### src/design/cfgov_pkg.sv
// Shared types, constants and helper functions for the CPU frequency governor.
package cfgov_pkg;

  localparam int TICK_BITS_DEF = 32;
  localparam int IN_FIXED_BITS = 10;
  localparam int OUT_DATA_W    = 32;
  localparam int CFG_ADDR_BITS = 5;
  localparam int CFG_DATA_W    = 32;
  localparam int PAIR_W        = 16;

  localparam logic [6:0] PCT_FULL    = 7'd100;
  localparam logic [6:0] LOAD_SCALE  = 7'd100;
  localparam logic [2:0] SCALE_MSB   = 3'd6;

  localparam logic [PAIR_W-1:0] MIN_RST   = 16'd0;
  localparam logic [PAIR_W-1:0] MAX_RST   = 16'd25700;
  localparam logic [PAIR_W-1:0] THR_RST   = 16'd7710;
  localparam logic [PAIR_W-1:0] UP_RST    = 16'd25700;
  localparam logic [PAIR_W-1:0] DOWN_RST  = 16'd7780;
  localparam logic [PAIR_W-1:0] INERT_RST = 16'd2565;
  localparam logic [PAIR_W-1:0] TLIM_RST  = 16'd0;

  localparam logic [1:0] PROFILE_NONE = 2'd2;

  typedef enum logic [2:0] {
    REG_MIN,
    REG_MAX,
    REG_THR,
    REG_UP,
    REG_DOWN,
    REG_INERT,
    REG_TLIM
  } reg_idx_t;

  typedef enum logic [2:0] {
    ST_IDLE,
    ST_DBL,
    ST_ADD,
    ST_CAP,
    ST_UPD
  } state_t;

  typedef struct packed {
    logic [PAIR_W-1:0] min_pair;
    logic [PAIR_W-1:0] max_pair;
    logic [PAIR_W-1:0] threshold_pair;
    logic [PAIR_W-1:0] up_step_pair;
    logic [PAIR_W-1:0] down_step_pair;
    logic [PAIR_W-1:0] inertia_pair;
    logic [PAIR_W-1:0] temp_limit_pair;
  } cfg_t;

  typedef struct packed {
    logic load;
    logic dbl;
    logic add;
    logic cap;
    logic upd;
  } cmd_t;

  typedef struct packed {
    logic out_free;
  } sts_t;

  function automatic logic [7:0] pick(input logic [PAIR_W-1:0] pair, input logic wall);
    return wall ? pair[15:8] : pair[7:0];
  endfunction

  function automatic logic [6:0] pct(input logic [7:0] v);
    return (v > {1'b0, PCT_FULL}) ? PCT_FULL : v[6:0];
  endfunction

endpackage

### src/design/cfgov_regs.sv
// Configuration register file behind the APB-style port.
module cfgov_regs
  import cfgov_pkg::*;
(
  input  logic                     clk,
  input  logic                     rst,
  input  logic                     psel,
  input  logic                     penable,
  input  logic                     pwrite,
  input  logic [CFG_ADDR_BITS-1:0] paddr,
  input  logic [CFG_DATA_W-1:0]    pwdata,
  output logic [CFG_DATA_W-1:0]    prdata,
  output logic                     pready,
  output cfg_t                     cfg
);

  reg_idx_t idx;
  logic     wr_en;
  logic [PAIR_W-1:0] rd_pair;

  assign idx    = reg_idx_t'(paddr[CFG_ADDR_BITS-1:2]);
  assign wr_en  = psel && penable && pwrite;
  assign pready = 1'b1;

  always_ff @(posedge clk) begin
    if (rst) begin
      cfg.min_pair        <= MIN_RST;
      cfg.max_pair        <= MAX_RST;
      cfg.threshold_pair  <= THR_RST;
      cfg.up_step_pair    <= UP_RST;
      cfg.down_step_pair  <= DOWN_RST;
      cfg.inertia_pair    <= INERT_RST;
      cfg.temp_limit_pair <= TLIM_RST;
    end else if (wr_en) begin
      unique case (idx)
        REG_MIN:   cfg.min_pair        <= pwdata[PAIR_W-1:0];
        REG_MAX:   cfg.max_pair        <= pwdata[PAIR_W-1:0];
        REG_THR:   cfg.threshold_pair  <= pwdata[PAIR_W-1:0];
        REG_UP:    cfg.up_step_pair    <= pwdata[PAIR_W-1:0];
        REG_DOWN:  cfg.down_step_pair  <= pwdata[PAIR_W-1:0];
        REG_INERT: cfg.inertia_pair    <= pwdata[PAIR_W-1:0];
        REG_TLIM:  cfg.temp_limit_pair <= pwdata[PAIR_W-1:0];
        default: ;
      endcase
    end
  end

  always_comb begin
    unique case (idx)
      REG_MIN:   rd_pair = cfg.min_pair;
      REG_MAX:   rd_pair = cfg.max_pair;
      REG_THR:   rd_pair = cfg.threshold_pair;
      REG_UP:    rd_pair = cfg.up_step_pair;
      REG_DOWN:  rd_pair = cfg.down_step_pair;
      REG_INERT: rd_pair = cfg.inertia_pair;
      REG_TLIM:  rd_pair = cfg.temp_limit_pair;
      default:   rd_pair = '0;
    endcase
  end

  assign prdata = {{(CFG_DATA_W-PAIR_W){1'b0}}, rd_pair};

endmodule

### src/design/cfgov_ctrl.sv
// Sequencer for one governor tick: division steps, cap update, state update.
module cfgov_ctrl
  import cfgov_pkg::*;
(
  input  logic clk,
  input  logic rst,
  input  logic in_valid,
  output logic in_ready,
  input  sts_t sts,
  output cmd_t cmd
);

  state_t     state, state_next;
  logic [2:0] bit_idx, bit_idx_next;

  always_ff @(posedge clk) begin
    if (rst) begin
      state   <= ST_IDLE;
      bit_idx <= SCALE_MSB;
    end else begin
      state   <= state_next;
      bit_idx <= bit_idx_next;
    end
  end

  always_comb begin
    state_next   = state;
    bit_idx_next = bit_idx;
    cmd          = '0;
    in_ready     = 1'b0;
    unique case (state)
      ST_IDLE: begin
        in_ready = 1'b1;
        if (in_valid) begin
          cmd.load     = 1'b1;
          bit_idx_next = SCALE_MSB;
          state_next   = ST_DBL;
        end
      end
      ST_DBL: begin
        cmd.dbl = 1'b1;
        if (LOAD_SCALE[bit_idx]) begin
          state_next = ST_ADD;
        end else if (bit_idx == 3'd0) begin
          state_next = ST_CAP;
        end else begin
          bit_idx_next = bit_idx - 3'd1;
        end
      end
      ST_ADD: begin
        cmd.add = 1'b1;
        if (bit_idx == 3'd0) begin
          state_next = ST_CAP;
        end else begin
          bit_idx_next = bit_idx - 3'd1;
          state_next   = ST_DBL;
        end
      end
      ST_CAP: begin
        cmd.cap    = 1'b1;
        state_next = ST_UPD;
      end
      ST_UPD: begin
        if (sts.out_free) begin
          cmd.upd    = 1'b1;
          state_next = ST_IDLE;
        end
      end
      default: state_next = ST_IDLE;
    endcase
  end

endmodule

### src/design/cfgov_dp.sv
// Datapath: serial load divider, thermal cap, frequency and inertia state, output register.
module cfgov_dp
  import cfgov_pkg::*;
#(
  parameter int TICK_COUNT_BITS = TICK_BITS_DEF
) (
  input  logic                       clk,
  input  logic                       rst,
  input  cmd_t                       cmd,
  output sts_t                       sts,
  input  cfg_t                       cfg,
  input  logic                       on_wall,
  input  logic signed [8:0]          temperature,
  input  logic [TICK_COUNT_BITS-1:0] total_ticks,
  input  logic [TICK_COUNT_BITS-1:0] idle_ticks,
  output logic                       out_valid,
  input  logic                       out_ready,
  output logic [6:0]                 frequency,
  output logic                       set_request,
  output logic [6:0]                 load_percent,
  output logic [6:0]                 thermal_cap,
  output logic [7:0]                 inertia_level
);

  localparam int W = TICK_COUNT_BITS;

  // latched word
  logic              wall;
  logic signed [8:0] temp;
  logic [W-1:0]      total, idle, slack, rem;
  logic [6:0]        quo;
  logic              zero_load;

  // governor state
  logic [1:0] profile;
  logic [6:0] current_level, cap_level;
  logic [7:0] inertia_count;

  logic [W:0]   in_diff, add_diff;
  logic [W+1:0] dbl_diff;
  logic         dbl_ge, add_ge;

  assign in_diff  = {1'b0, total_ticks} - {1'b0, idle_ticks};
  assign dbl_diff = {1'b0, rem, 1'b0} - {2'b00, total};
  assign dbl_ge   = !dbl_diff[W+1];
  assign add_diff = {1'b0, rem} - {1'b0, slack};
  assign add_ge   = !add_diff[W];

  always_ff @(posedge clk) begin
    if (cmd.load) begin
      wall      <= on_wall;
      temp      <= temperature;
      total     <= total_ticks;
      idle      <= idle_ticks;
      slack     <= in_diff[W-1:0];
      zero_load <= (total_ticks == '0) || in_diff[W];
      rem       <= '0;
      quo       <= '0;
    end else if (cmd.dbl) begin
      quo <= {quo[5:0], dbl_ge};
      rem <= dbl_ge ? dbl_diff[W-1:0] : {rem[W-2:0], 1'b0};
    end else if (cmd.add) begin
      quo <= quo + {6'd0, add_ge};
      rem <= add_ge ? add_diff[W-1:0] : rem + idle;
    end
  end

  // selected profile
  logic [6:0] lo, hi;
  logic [7:0] thr, up, down, inert, tlim;

  assign lo    = pct(pick(cfg.min_pair, wall));
  assign hi    = pct(pick(cfg.max_pair, wall));
  assign thr   = pick(cfg.threshold_pair, wall);
  assign up    = pick(cfg.up_step_pair, wall);
  assign down  = pick(cfg.down_step_pair, wall);
  assign inert = pick(cfg.inertia_pair, wall);
  assign tlim  = pick(cfg.temp_limit_pair, wall);

  // thermal cap
  logic [6:0] cap_base, cap_next;
  logic       temp_hot;

  assign cap_base = (profile != {1'b0, wall}) ? hi : cap_level;
  assign temp_hot = temp > $signed({1'b0, tlim});

  always_comb begin
    cap_next = cap_base;
    if (tlim != 8'd0) begin
      if (temp_hot) begin
        if (cap_base > lo) cap_next = cap_base - 7'd1;
      end else begin
        if (cap_base < hi) cap_next = cap_base + 7'd1;
      end
    end
  end

  // frequency and inertia
  logic [6:0] load_val, freq_next;
  logic [7:0] inert_next;
  logic       set_next, busy;
  logic [8:0] up_sum, floor_sum;
  logic [6:0] up_cap;

  assign load_val  = zero_load ? 7'd0 : PCT_FULL - quo;
  assign busy      = {1'b0, load_val} > thr;
  assign up_sum    = {2'b00, current_level} + {1'b0, up};
  assign floor_sum = {2'b00, lo} + {1'b0, down};
  assign up_cap    = (cap_level < hi) ? cap_level : hi;

  always_comb begin
    freq_next  = current_level;
    inert_next = inertia_count;
    set_next   = 1'b0;
    priority if (busy) begin
      freq_next = (up_sum > {2'b00, up_cap}) ? up_cap : up_sum[6:0];
      if (inertia_count < inert) inert_next = inertia_count + 8'd1;
      set_next = 1'b1;
    end else if (inertia_count == 8'd0) begin
      freq_next = ({2'b00, current_level} < floor_sum) ? lo : current_level - down[6:0];
      set_next  = 1'b1;
    end else begin
      inert_next = inertia_count - 8'd1;
    end
  end

  always_ff @(posedge clk) begin
    if (rst) begin
      profile       <= PROFILE_NONE;
      current_level <= 7'd0;
      cap_level     <= PCT_FULL;
      inertia_count <= 8'd0;
    end else begin
      if (cmd.cap) begin
        profile   <= {1'b0, wall};
        cap_level <= cap_next;
      end
      if (cmd.upd) begin
        current_level <= freq_next;
        inertia_count <= inert_next;
      end
    end
  end

  always_ff @(posedge clk) begin
    if (rst) begin
      out_valid <= 1'b0;
    end else if (cmd.upd) begin
      out_valid <= 1'b1;
    end else if (out_ready) begin
      out_valid <= 1'b0;
    end
  end

  always_ff @(posedge clk) begin
    if (cmd.upd) begin
      frequency     <= freq_next;
      set_request   <= set_next;
      load_percent  <= load_val;
      thermal_cap   <= cap_level;
      inertia_level <= inert_next;
    end
  end

  assign sts.out_free = !out_valid || out_ready;

endmodule

### src/design/cpu_frequency_governor_top.sv
// Top level of the CPU frequency governor: stream ports, register port, sequencer and datapath.
// Each input word runs the serial load divider (7 doubling and 3 add steps), the cap step and the
// update step, which waits for a free output register; only then is a new input word taken.
// A new input word is taken while the previous result still waits on the output register.
// Reset (rst, synchronous, active high) clears the registers to defaults, the state to
// no profile loaded, level 0, cap 100, inertia 0, and empties the output.
module cpu_frequency_governor_top
  import cfgov_pkg::*;
#(
  parameter int TICK_COUNT_BITS = TICK_BITS_DEF
) (
  input  logic                     clk,
  input  logic                     rst,
  input  logic                     s_tvalid,
  output logic                     s_tready,
  // on_wall, temperature[8:0], total_ticks, idle_ticks, zero pad
  input  logic [((IN_FIXED_BITS + 2*TICK_COUNT_BITS + 7) / 8) * 8 - 1:0] s_tdata,
  output logic                     m_tvalid,
  input  logic                     m_tready,
  // frequency[6:0], set_request, load_percent[6:0], thermal_cap[6:0], inertia_level[7:0], pad
  output logic [OUT_DATA_W-1:0]    m_tdata,
  input  logic                     psel,
  input  logic                     penable,
  input  logic                     pwrite,
  input  logic [CFG_ADDR_BITS-1:0] paddr,
  input  logic [CFG_DATA_W-1:0]    pwdata,
  output logic [CFG_DATA_W-1:0]    prdata,
  output logic                     pready
);

  localparam int W = TICK_COUNT_BITS;

  cfg_t cfg;
  cmd_t cmd;
  sts_t sts;

  logic [6:0] frequency, load_percent, thermal_cap;
  logic       set_request;
  logic [7:0] inertia_level;

  cfgov_regs u_regs (
    .clk     (clk),
    .rst     (rst),
    .psel    (psel),
    .penable (penable),
    .pwrite  (pwrite),
    .paddr   (paddr),
    .pwdata  (pwdata),
    .prdata  (prdata),
    .pready  (pready),
    .cfg     (cfg)
  );

  cfgov_ctrl u_ctrl (
    .clk      (clk),
    .rst      (rst),
    .in_valid (s_tvalid),
    .in_ready (s_tready),
    .sts      (sts),
    .cmd      (cmd)
  );

  cfgov_dp #(
    .TICK_COUNT_BITS (TICK_COUNT_BITS)
  ) u_dp (
    .clk           (clk),
    .rst           (rst),
    .cmd           (cmd),
    .sts           (sts),
    .cfg           (cfg),
    .on_wall       (s_tdata[0]),
    .temperature   ($signed(s_tdata[9:1])),
    .total_ticks   (s_tdata[IN_FIXED_BITS +: W]),
    .idle_ticks    (s_tdata[IN_FIXED_BITS + W +: W]),
    .out_valid     (m_tvalid),
    .out_ready     (m_tready),
    .frequency     (frequency),
    .set_request   (set_request),
    .load_percent  (load_percent),
    .thermal_cap   (thermal_cap),
    .inertia_level (inertia_level)
  );

  assign m_tdata = {2'b00, inertia_level, thermal_cap, load_percent, set_request, frequency};

endmodule

### config.mk
export PLATFORM = sky130hd
export DESIGN_NAME = cpu_frequency_governor_top
export DESIGN_NICKNAME = d
export VERILOG_FILES = /design/src/design/cfgov_pkg.sv /design/src/design/cfgov_regs.sv /design/src/design/cfgov_ctrl.sv /design/src/design/cfgov_dp.sv /design/src/design/cpu_frequency_governor_top.sv
export SDC_FILE = /design/constraint.sdc
export NUM_CORES = 1
export LEC_CHECK = 0
export BUFFER_PORTS_ARGS = -buffer_cell sky130_fd_sc_hd__buf_4
export CELL_PAD_IN_SITES_DETAIL_PLACEMENT = 0
export CELL_PAD_IN_SITES_GLOBAL_PLACEMENT = 1
export CORE_ASPECT_RATIO = 0.6
export CORE_MARGIN = 8
export CORE_UTILIZATION = 50
export DETAILED_ROUTE_END_ITERATION = 8
export PLACE_DENSITY = 0.85
export SLEW_MARGIN = 20
export SYNTH_ARGS = -nofsm -noshare
export SYNTH_HDL_FRONTEND = slang
export SYNTH_SLANG_ARGS = --single-unit
### constraint.sdc
create_clock -name clk -period 11 [get_ports clk]
set_input_delay 2.2 -clock clk [delete_from_list [all_inputs] [get_ports clk]]
set_output_delay 2.2 -clock clk [all_outputs]
set_load 0.01 [all_outputs]
==> results of run 1 <==
==> synthesized netlist by cell type (13+ instances only) <==
library cell  count
buf_4            26
and2_1           20
nand2b_1         26
a22oi_1          14
inv_1           199
nor2b_1          33
o31ai_1          20
o21ai_0         127
and3_1           27
nand3_1          84
a21oi_1         297
edfxtp_1        137
nor3_1           64
clkbuf_1         98
nor4_1           17
mux2i_1          72
nor2_1          187
nand2_1         371
a21o_1           68
a31oi_1          33
nand4_1          29
ha_1            209
o211ai_1         26
a211oi_1         45
or3_1            16
dfxtp_1         183
buf_2            13
mux2_2           29
xor2_1           40
o21a_1           42
xnor2_1          79
==> flip-flops by register name, summed over array words and instances (netlist names), 8 cells and up, named ones only <==
register and count:
u_regs.cfg 112, u_dp.idle 32, u_dp.rem 32, u_dp.slack 32
u_dp.total 32, u_dp.temp 9, u_dp.inertia_count 8, u_dp.inertia_level 8
==> final timing paths <==
| path | from | end |
|---|---|---|
| setup / recovery | u_dp.wall$_DFFE_PP_ | u_dp.frequency[0]$_DFFE_PP_ |
| hold / removal | u_dp.profile[1]$_SDFFE_PP1P_ | u_dp.profile[1]$_SDFFE_PP1P_ |
| setup reg to reg | u_dp.wall$_DFFE_PP_ | u_dp.frequency[0]$_DFFE_PP_ |
| hold reg to reg | u_dp.profile[1]$_SDFFE_PP1P_ | u_dp.profile[1]$_SDFFE_PP1P_ |
==> tightest hold or removal path: cells and delay by family, from the launching register on <==
kind / cells / cell delay [ns]
DFF: 1 / 0.32
and+or+nand+nor: 2 / 0.11
==> layout make-up <==
cell class	instances	area (um^2)
fill	4338	21000
clock inverter	14	133
inverter	201	754
tap	640	801
multi-input combinational	2221	14900
timing repair buffer	168	1260
clock buffer	49	1020
sequential	320	7780
==> per-layer routing <==
metal,share of wire,vias up,track usage
li1,-,10500,-
met1,0.49,10600,0.451
met2,0.37,1143,0.360
met3,0.13,97,0.0869
met4,0.016,0,0.0472
met5,0,-,0
==> cell families (layout without fill, tap and decap cells) <==
| family | count (synthesis) | in the layout |
|---|---|---|
| compound gates | 834 | 834 |
| xor+xnor | 120 | 120 |
| fa+ha+maj | 217 | 217 |
| buf+inv | 352 | 432 |
| flops | 320 | 320 |
| mux | 113 | 113 |
| other cells | 2 | 19 |
| simple gates | 918 | 918 |
==> power groups by stage <==
stage	clock network, mW	registers (mW)	logic (mW)
final	1.21	1.45	2.01
after detailed placement	0	1.47	1.94
after global routing	1.28	1.46	2.20
after floorplan	0	1.43	1.46
after CTS	1.23	1.45	1.95
after global placement	0	1.47	1.90
==> metrics by stage <==
stage,util,hold slack (ns)
global placement,0.535,0.448
global route,0.559,0.487
finish,0.559,0.469
floorplan,-,0.406
CTS,0.559,0.469
detailed placement,0.535,0.457
==> summary.md, run 1 <==
| Metric | Value |
|---|---|
| Crit end category | flop |
| Clock Tree Buf Depth | 3 |
| Die Wd | 299 um |
| Critical Path RT | around 11 ns |
| Mux share of post-synthesis cell area | 0.0544 |
| H-tree levels | 2 |
| Period utilisation layout | 0.590 |
| Fin area | roughly 27000 um^2 |
| Max Slew Vio Count | 0 |
| CTS Root Cell | clkbuf_16 |
| FMAX | between 150 and 200 MHz |
| Static leakage | ~11 nW |
| Hold Path Class | reg -> reg |
| Clock-pin slew of the registers on the worst-case setup and hold paths | ~0.070 ns |
| Synth Cell Area | between 20000 and 25000 um^2 |
| Share of layout cells above drive strength 1 | 0.104 |
| Slack of the critical path | about 4.5 ns |
| Synth Area in Adders | 0.115 |
| Pint | approximately 2.8 mW |
| Reg2reg path depth | 24 |
| Final #Nets | about 3.3k |
| Worst Path Max Fanout | 46 |
| Iter 0 DRT Violations | roughly 2.7k |
| Clock share of power | 0.259 |
| Most frequent cells in the layout | nand2_1, a21oi_1, ha_1 |
| Non-Filler Instances | 3613 |
| Full die area | between 50000 and 60000 um^2 |
| DR DRC count | 0 |
| Post-CTS Setup Repair Bufs | 0 |
| Total power | 4.68 mW |
| Cell row count | 62 |
| Number of port buffers | between 100 and 150 |
| Setup Slack @ Placement | 4.69 ns |
| TritonCTS buffer count | 35 |
| Cell variety after synth | between 100 and 150 |
| Async SR Flop Fraction | 0 |
| Core area | about 48000 um^2 |
| Pwr Density | roughly 180 nW/um^2 |
| I/O pins | ~190 |
| Vias in the first global route | about 20k |
| Arrival @ worst endpoint | slightly below 7 ns |
| Buf/Inv on CP | 5 |
| Sw Pwr | ~1.9 mW |
| Via count | 22.3k |
| First-pass GRT wire length | 123000 um |
| Final Setup Violations | 0 |
| Endpoints failing hold | 0 |
| Starting density of the core | 0.505 |
| Ys flop type | dfxtp_1 |
| CTS Sinks | 320 |
| Yosys reg bits | 320 |
| Most frequent cell on the critical path | inv_1 |
| Initial antenna violation count | 0 |
| Slew @ Worst Pin | 1.15 ns |
| Xor/xnor share of the synthesized area | 0.0443 |
| Gpl congestion | roughly 0.98 |
| Critical path's top delay family | simple AND/OR/NAND/NOR gates |
| Syn Area/Cell | approximately 8.4 um^2 |
| Most common cell after layout, fill and taps aside | nand2_1 |
| Placed Area | around 26000 um^2 |
| Seq pwr share | 0.310 |
| Post-route ant nets | 0 |
| Rel. slew slack | 0.231 |
| Max incr delay on CP | ~0.63 ns |
| Post-Route WL | about 81000 um |
| Critical path's slowest cell | buf_4 |
| Worst VDD drop | 108 uV |
| Total Routing Usage GR | 0.282 |
| Seq/Total Area, Yosys | 0.323 |
| Ys Warns | 0 |
| Cts repair resizes | 0 |
| Synth Area in Compound Gates | 0.226 |
| Post-synth EDFFs | about 140 |
| Worst path cell trace | buf_4 > buf_4 > o21ai_0 > o21a_2 > or2_2 > nor2_1 > inv_1 > ha_1 > and3_1 > o211ai_1 > a21oi_1 > or3_1 > mux2_2 > inv_1 > ha_1 > nor2b_1 > o21a_1 > o21ai_0 > a21o_1 > a21oi_1 > or3_1 > inv_1 > nor3_1 > or2_2 |
| Critical Path Start Type | flop |
| Synth top area cells | edfxtp_1, dfxtp_1, ha_1 |
| Average wire per cell in the routed design | about 22 um |
| ANT cells | 0 |
| Die Height | roughly 190 um |
| Pre-antenna DRT Iters | 6 |
| Hold Path Depth | 2 |
| Final HPWL DP | between 60000 and 70000 um |
| Status | completed |
| Insertion delay to the later sink of the worst-skew pair | ~0.56 ns |
| Post-Synth Simple-Gate Area | 0.176 |
| Worst path depth | 24 |
| Share of the synthesized area in the top cell type | 0.171 |
| Gate Count Post-Synth | 2876 |
| Switching Fraction | 0.405 |
| GRT Residual Overflow | 0 |
| Maxcap violations | 0 |
| CTS tree | built |
| Clk_skew | around 0.027 ns |
| Comb power frac | 0.430 |
| Largest net degree at the start of global routing | between 70 and 80 |
| Largest family of logic cells by synthesized area | compound AO/OA/AOI/OAI gates |
| Final min period | between 6 and 7 ns |
| Layout area overhead | 10.7% |
| Flop-to-flop setup slack | 4.51 ns |
| Worst setup path class | reg -> reg |
| Final TNS setup | 0 ns |
| Placed cells | ~3.6k |
| Synth area leader | edfxtp_1 |
| Vias per inst | between 6 and 7 |
| Unrepaired setup endpoints after global routing | false |
| Hold Buf Count CTS | 0 |
Power figures use the tool's default switching activity.
==> inputs of run 2 (changes only) <==
--- a/config.mk
+++ b/config.mk
@@ -10,9 +10,9 @@
 export CELL_PAD_IN_SITES_GLOBAL_PLACEMENT = 1
 export CORE_ASPECT_RATIO = 0.6
 export CORE_MARGIN = 8
-export CORE_UTILIZATION = 50
+export CORE_UTILIZATION = 42
 export DETAILED_ROUTE_END_ITERATION = 8
-export PLACE_DENSITY = 0.85
+export PLACE_DENSITY = 0.75
 export SLEW_MARGIN = 20
 export SYNTH_ARGS = -nofsm -noshare
 export SYNTH_HDL_FRONTEND = slang
==> constraint.sdc (replaced) <==
create_clock -name clk -period 5.9 [get_ports clk]
set_input_delay 1.18 -clock clk [delete_from_list [all_inputs] [get_ports clk]]
set_output_delay 1.18 -clock clk [all_outputs]
set_load 0.01 [all_outputs]
==> run 2 against run 1 <==
Against the previous run:
- non-clock buffer count up 16
- core utilization down 8.6 points
- register-to-register slack worse by 4.3 ns
- global-route usage down 3.6 points
- sequential share of layout area down 0.38 points
- maximum frequency up 15%
- critical path depth up 1
- largest power group unchanged
- die area up 18%
- setup slack worse by 4.3 ns
- final cell count up 4.1%
- via count down 0.26%
==> summary.md, run 2 (synthesized netlist as in run 1, its figures left out) <==
| Metric | Value |
|---|---|
| ANT cells | 0 |
| Storage cell area | between 7000 and 8000 um^2 |
| Core area | approximately 57000 um^2 |
| Top layer in use | met5 |
| CTS tree | built |
| Arrival @ worst endpoint | 6.14 ns |
| Clock-pin slew of the registers on the worst-case setup and hold paths | ~0.070 ns |
| Pint | 5.34 mW |
| Full die area | around 66000 um^2 |
| Rel. slew slack | 0.261 |
| First-pass GRT wire length | roughly 130000 um |
| Non-Filler Instances | between 3k and 4k |
| Critical path's top delay family | compound AO/OA/AOI/OAI gates |
| Placed Area | 25800 um^2 |
| Post-route ant nets | 0 |
| Max incr delay on CP | around 0.51 ns |
| Critical Path RT | 6.38 ns |
| Met2 wire len | just over 30000 um |
| Die Height | just over 200 um |
| Layout area overhead | 12.2% |
| Endpoints failing hold | 0 |
| Final Setup Violations | 0 |
| Die Wd | around 330 um |
| Average wire per cell in the routed design | ~23 um |
| Total power | 8.91 mW |
| Switching Fraction | 0.400 |
| Clock Tree Buf Depth | 3 |
| Fin area | between 20000 and 30000 um^2 |
| Hold Path Class | reg -> reg |
| Worst setup path class | reg -> reg |
| Initial antenna violation count | 1 |
| Placed cells | 3692 |
| Post-Route WL | 85100 um |
| Gpl congestion | a little over 0.9 |
| Slew @ Worst Pin | roughly 1.1 ns |
| Final HPWL DP | about 65000 um |
| Comb power frac | 0.424 |
| Flop-to-flop setup slack | ~0.24 ns |
| Fillers | approximately 5.5k |
| Period utilisation layout | 0.959 |
| Final #Nets | about 3.3k |
| I/O pins | 191 |
| Final TNS setup | 0 ns |
| Starting density of the core | 0.422 |
| Most frequent cells in the layout | nand2_1, a21oi_1, ha_1 |
| Sw Pwr | 3.56 mW |
| Via count | 22.3k |
| Number of port buffers | about 150 |
| Cell row count | 68 |
| Multi-input logic area | 14900 um^2 |
| TritonCTS buffer count | 36 |
| Critical Path Start Type | flop |
| Iter 0 DRT Violations | roughly 2.5k |
| Final min period | roughly 5.7 ns |
| Static leakage | approximately 11 nW |
| Met1 Routed Length | 43500 um |
| Clock share of power | 0.272 |
| Status | completed |
| Vias in the first global route | about 21k |
| Met3 WL | 9160 um |
| Worst VDD drop | 226 uV |
| CTS Sinks | 320 |
| GRT Residual Overflow | 0 |
| Vias per inst | between 5 and 6 |
| Largest register FFs | 112 |
| Pre-antenna DRT Iters | 9 |
| H-tree levels | 2 |
| FMAX | about 180 MHz |
| Maxcap violations | 0 |
| Most frequent cell on the critical path | buf_4 |
| Insertion delay to the later sink of the worst-skew pair | ~0.56 ns |
| Crit end category | flop |
| Max Slew Vio Count | 0 |
| Pwr Density | 330 nW/um^2 |
| Critical path's slowest cell | or3_1 |
| Buf/Inv on CP | 4 |
| CTS Root Cell | clkbuf_16 |
| Total Routing Usage GR | 0.246 |
| Largest net degree at the start of global routing | 91 |
| Worst Path Max Fanout | 10 |
| Largest Register | u_regs.cfg |
| Post-layout util | 0.473 |
| Most common cell after layout, fill and taps aside | nand2_1 |
| Share of layout cells above drive strength 1 | 0.109 |
| Clk_skew | roughly 0.030 ns |
| DR DRC count | 0 |
| Seq pwr share | 0.304 |
==> run 2: final timing paths <==
path / from / to / cells past startpoint
worst max register to register: u_dp.wall$_DFFE_PP_ / u_dp.current_level[5]$_SDFFE_PP0P_ / 25
worst min-delay path: u_dp.profile[1]$_SDFFE_PP1P_ / u_dp.profile[1]$_SDFFE_PP1P_ / 2
worst max-delay path: u_dp.wall$_DFFE_PP_ / u_dp.current_level[5]$_SDFFE_PP0P_ / 25
worst min register to register: u_dp.profile[1]$_SDFFE_PP1P_ / u_dp.profile[1]$_SDFFE_PP1P_ / 2
==> run 2: area by class of cell <==
cell class | count | area share
clock buffers | 48 | 0.0377
clock inverters | 18 | 0.00755
inverters | 201 | 0.0279
multi-input cells | 2221 | 0.552
flip-flops and latches | 320 | 0.288
well taps | 770 | 0.0357
repair buffers | 184 | 0.0511
==> run 2: per-stage QoR <==
stage / hold slack, ns / worst slack, ns
after global routing: 0.488 / -0.00569
after global placement: 0.442 / 0.372
after floorplan: 0.406 / 0.727
after CTS: 0.459 / 0.233
after detailed placement: 0.448 / 0.264
final: 0.460 / 0.245
==> run 2: repair_timing <==
action | CTS | global route
buffers inserted | 0 | 4
endpoints found under the hold margin | 0 | 0
gates resized for setup | 0 | 2
setup endpoints to repair | 0 | 6
hold buffers | 0 | 0
==> run 2: worst register-to-register path, stage by stage (launching register included) <==
cell      delay, ns
edfxtp_1       0.45
buf_4          0.20
buf_4          0.15
nand3_1        0.06
o21ai_1        0.10
o21a_2         0.22
or2_2          0.35
a211oi_1       0.27
buf_4          0.20
ha_1           0.26
and3_1         0.20
o211ai_1       0.09
a21oi_1        0.10
or3_1          0.37
mux2_2         0.32
inv_1          0.06
ha_1           0.24
nor2b_1        0.14
o21a_1         0.16
o21ai_0        0.17
a21o_1         0.14
a21oi_1        0.08
or3_1          0.51
mux2_2         0.34
a211o_1        0.30
o21ai_1        0.12
==> run 2: power groups by stage <==
stage	clock network [mW]	logic (mW)	registers, mW
2_1_floorplan	0	2.73	2.66
3_3_place_gp	0	3.60	2.74
5_1_grt	2.55	4.12	2.72
6_report	2.42	3.78	2.71
3_5_place_dp	0	3.65	2.75
4_1_cts	2.46	3.68	2.70
==> run 2: routing by layer <==
layer	vias up	global-route usage
met3	97	0.0633
met2	947	0.312
met1	10700	0.402
li1	10600	-
met5	-	0
met4	2	0.0450
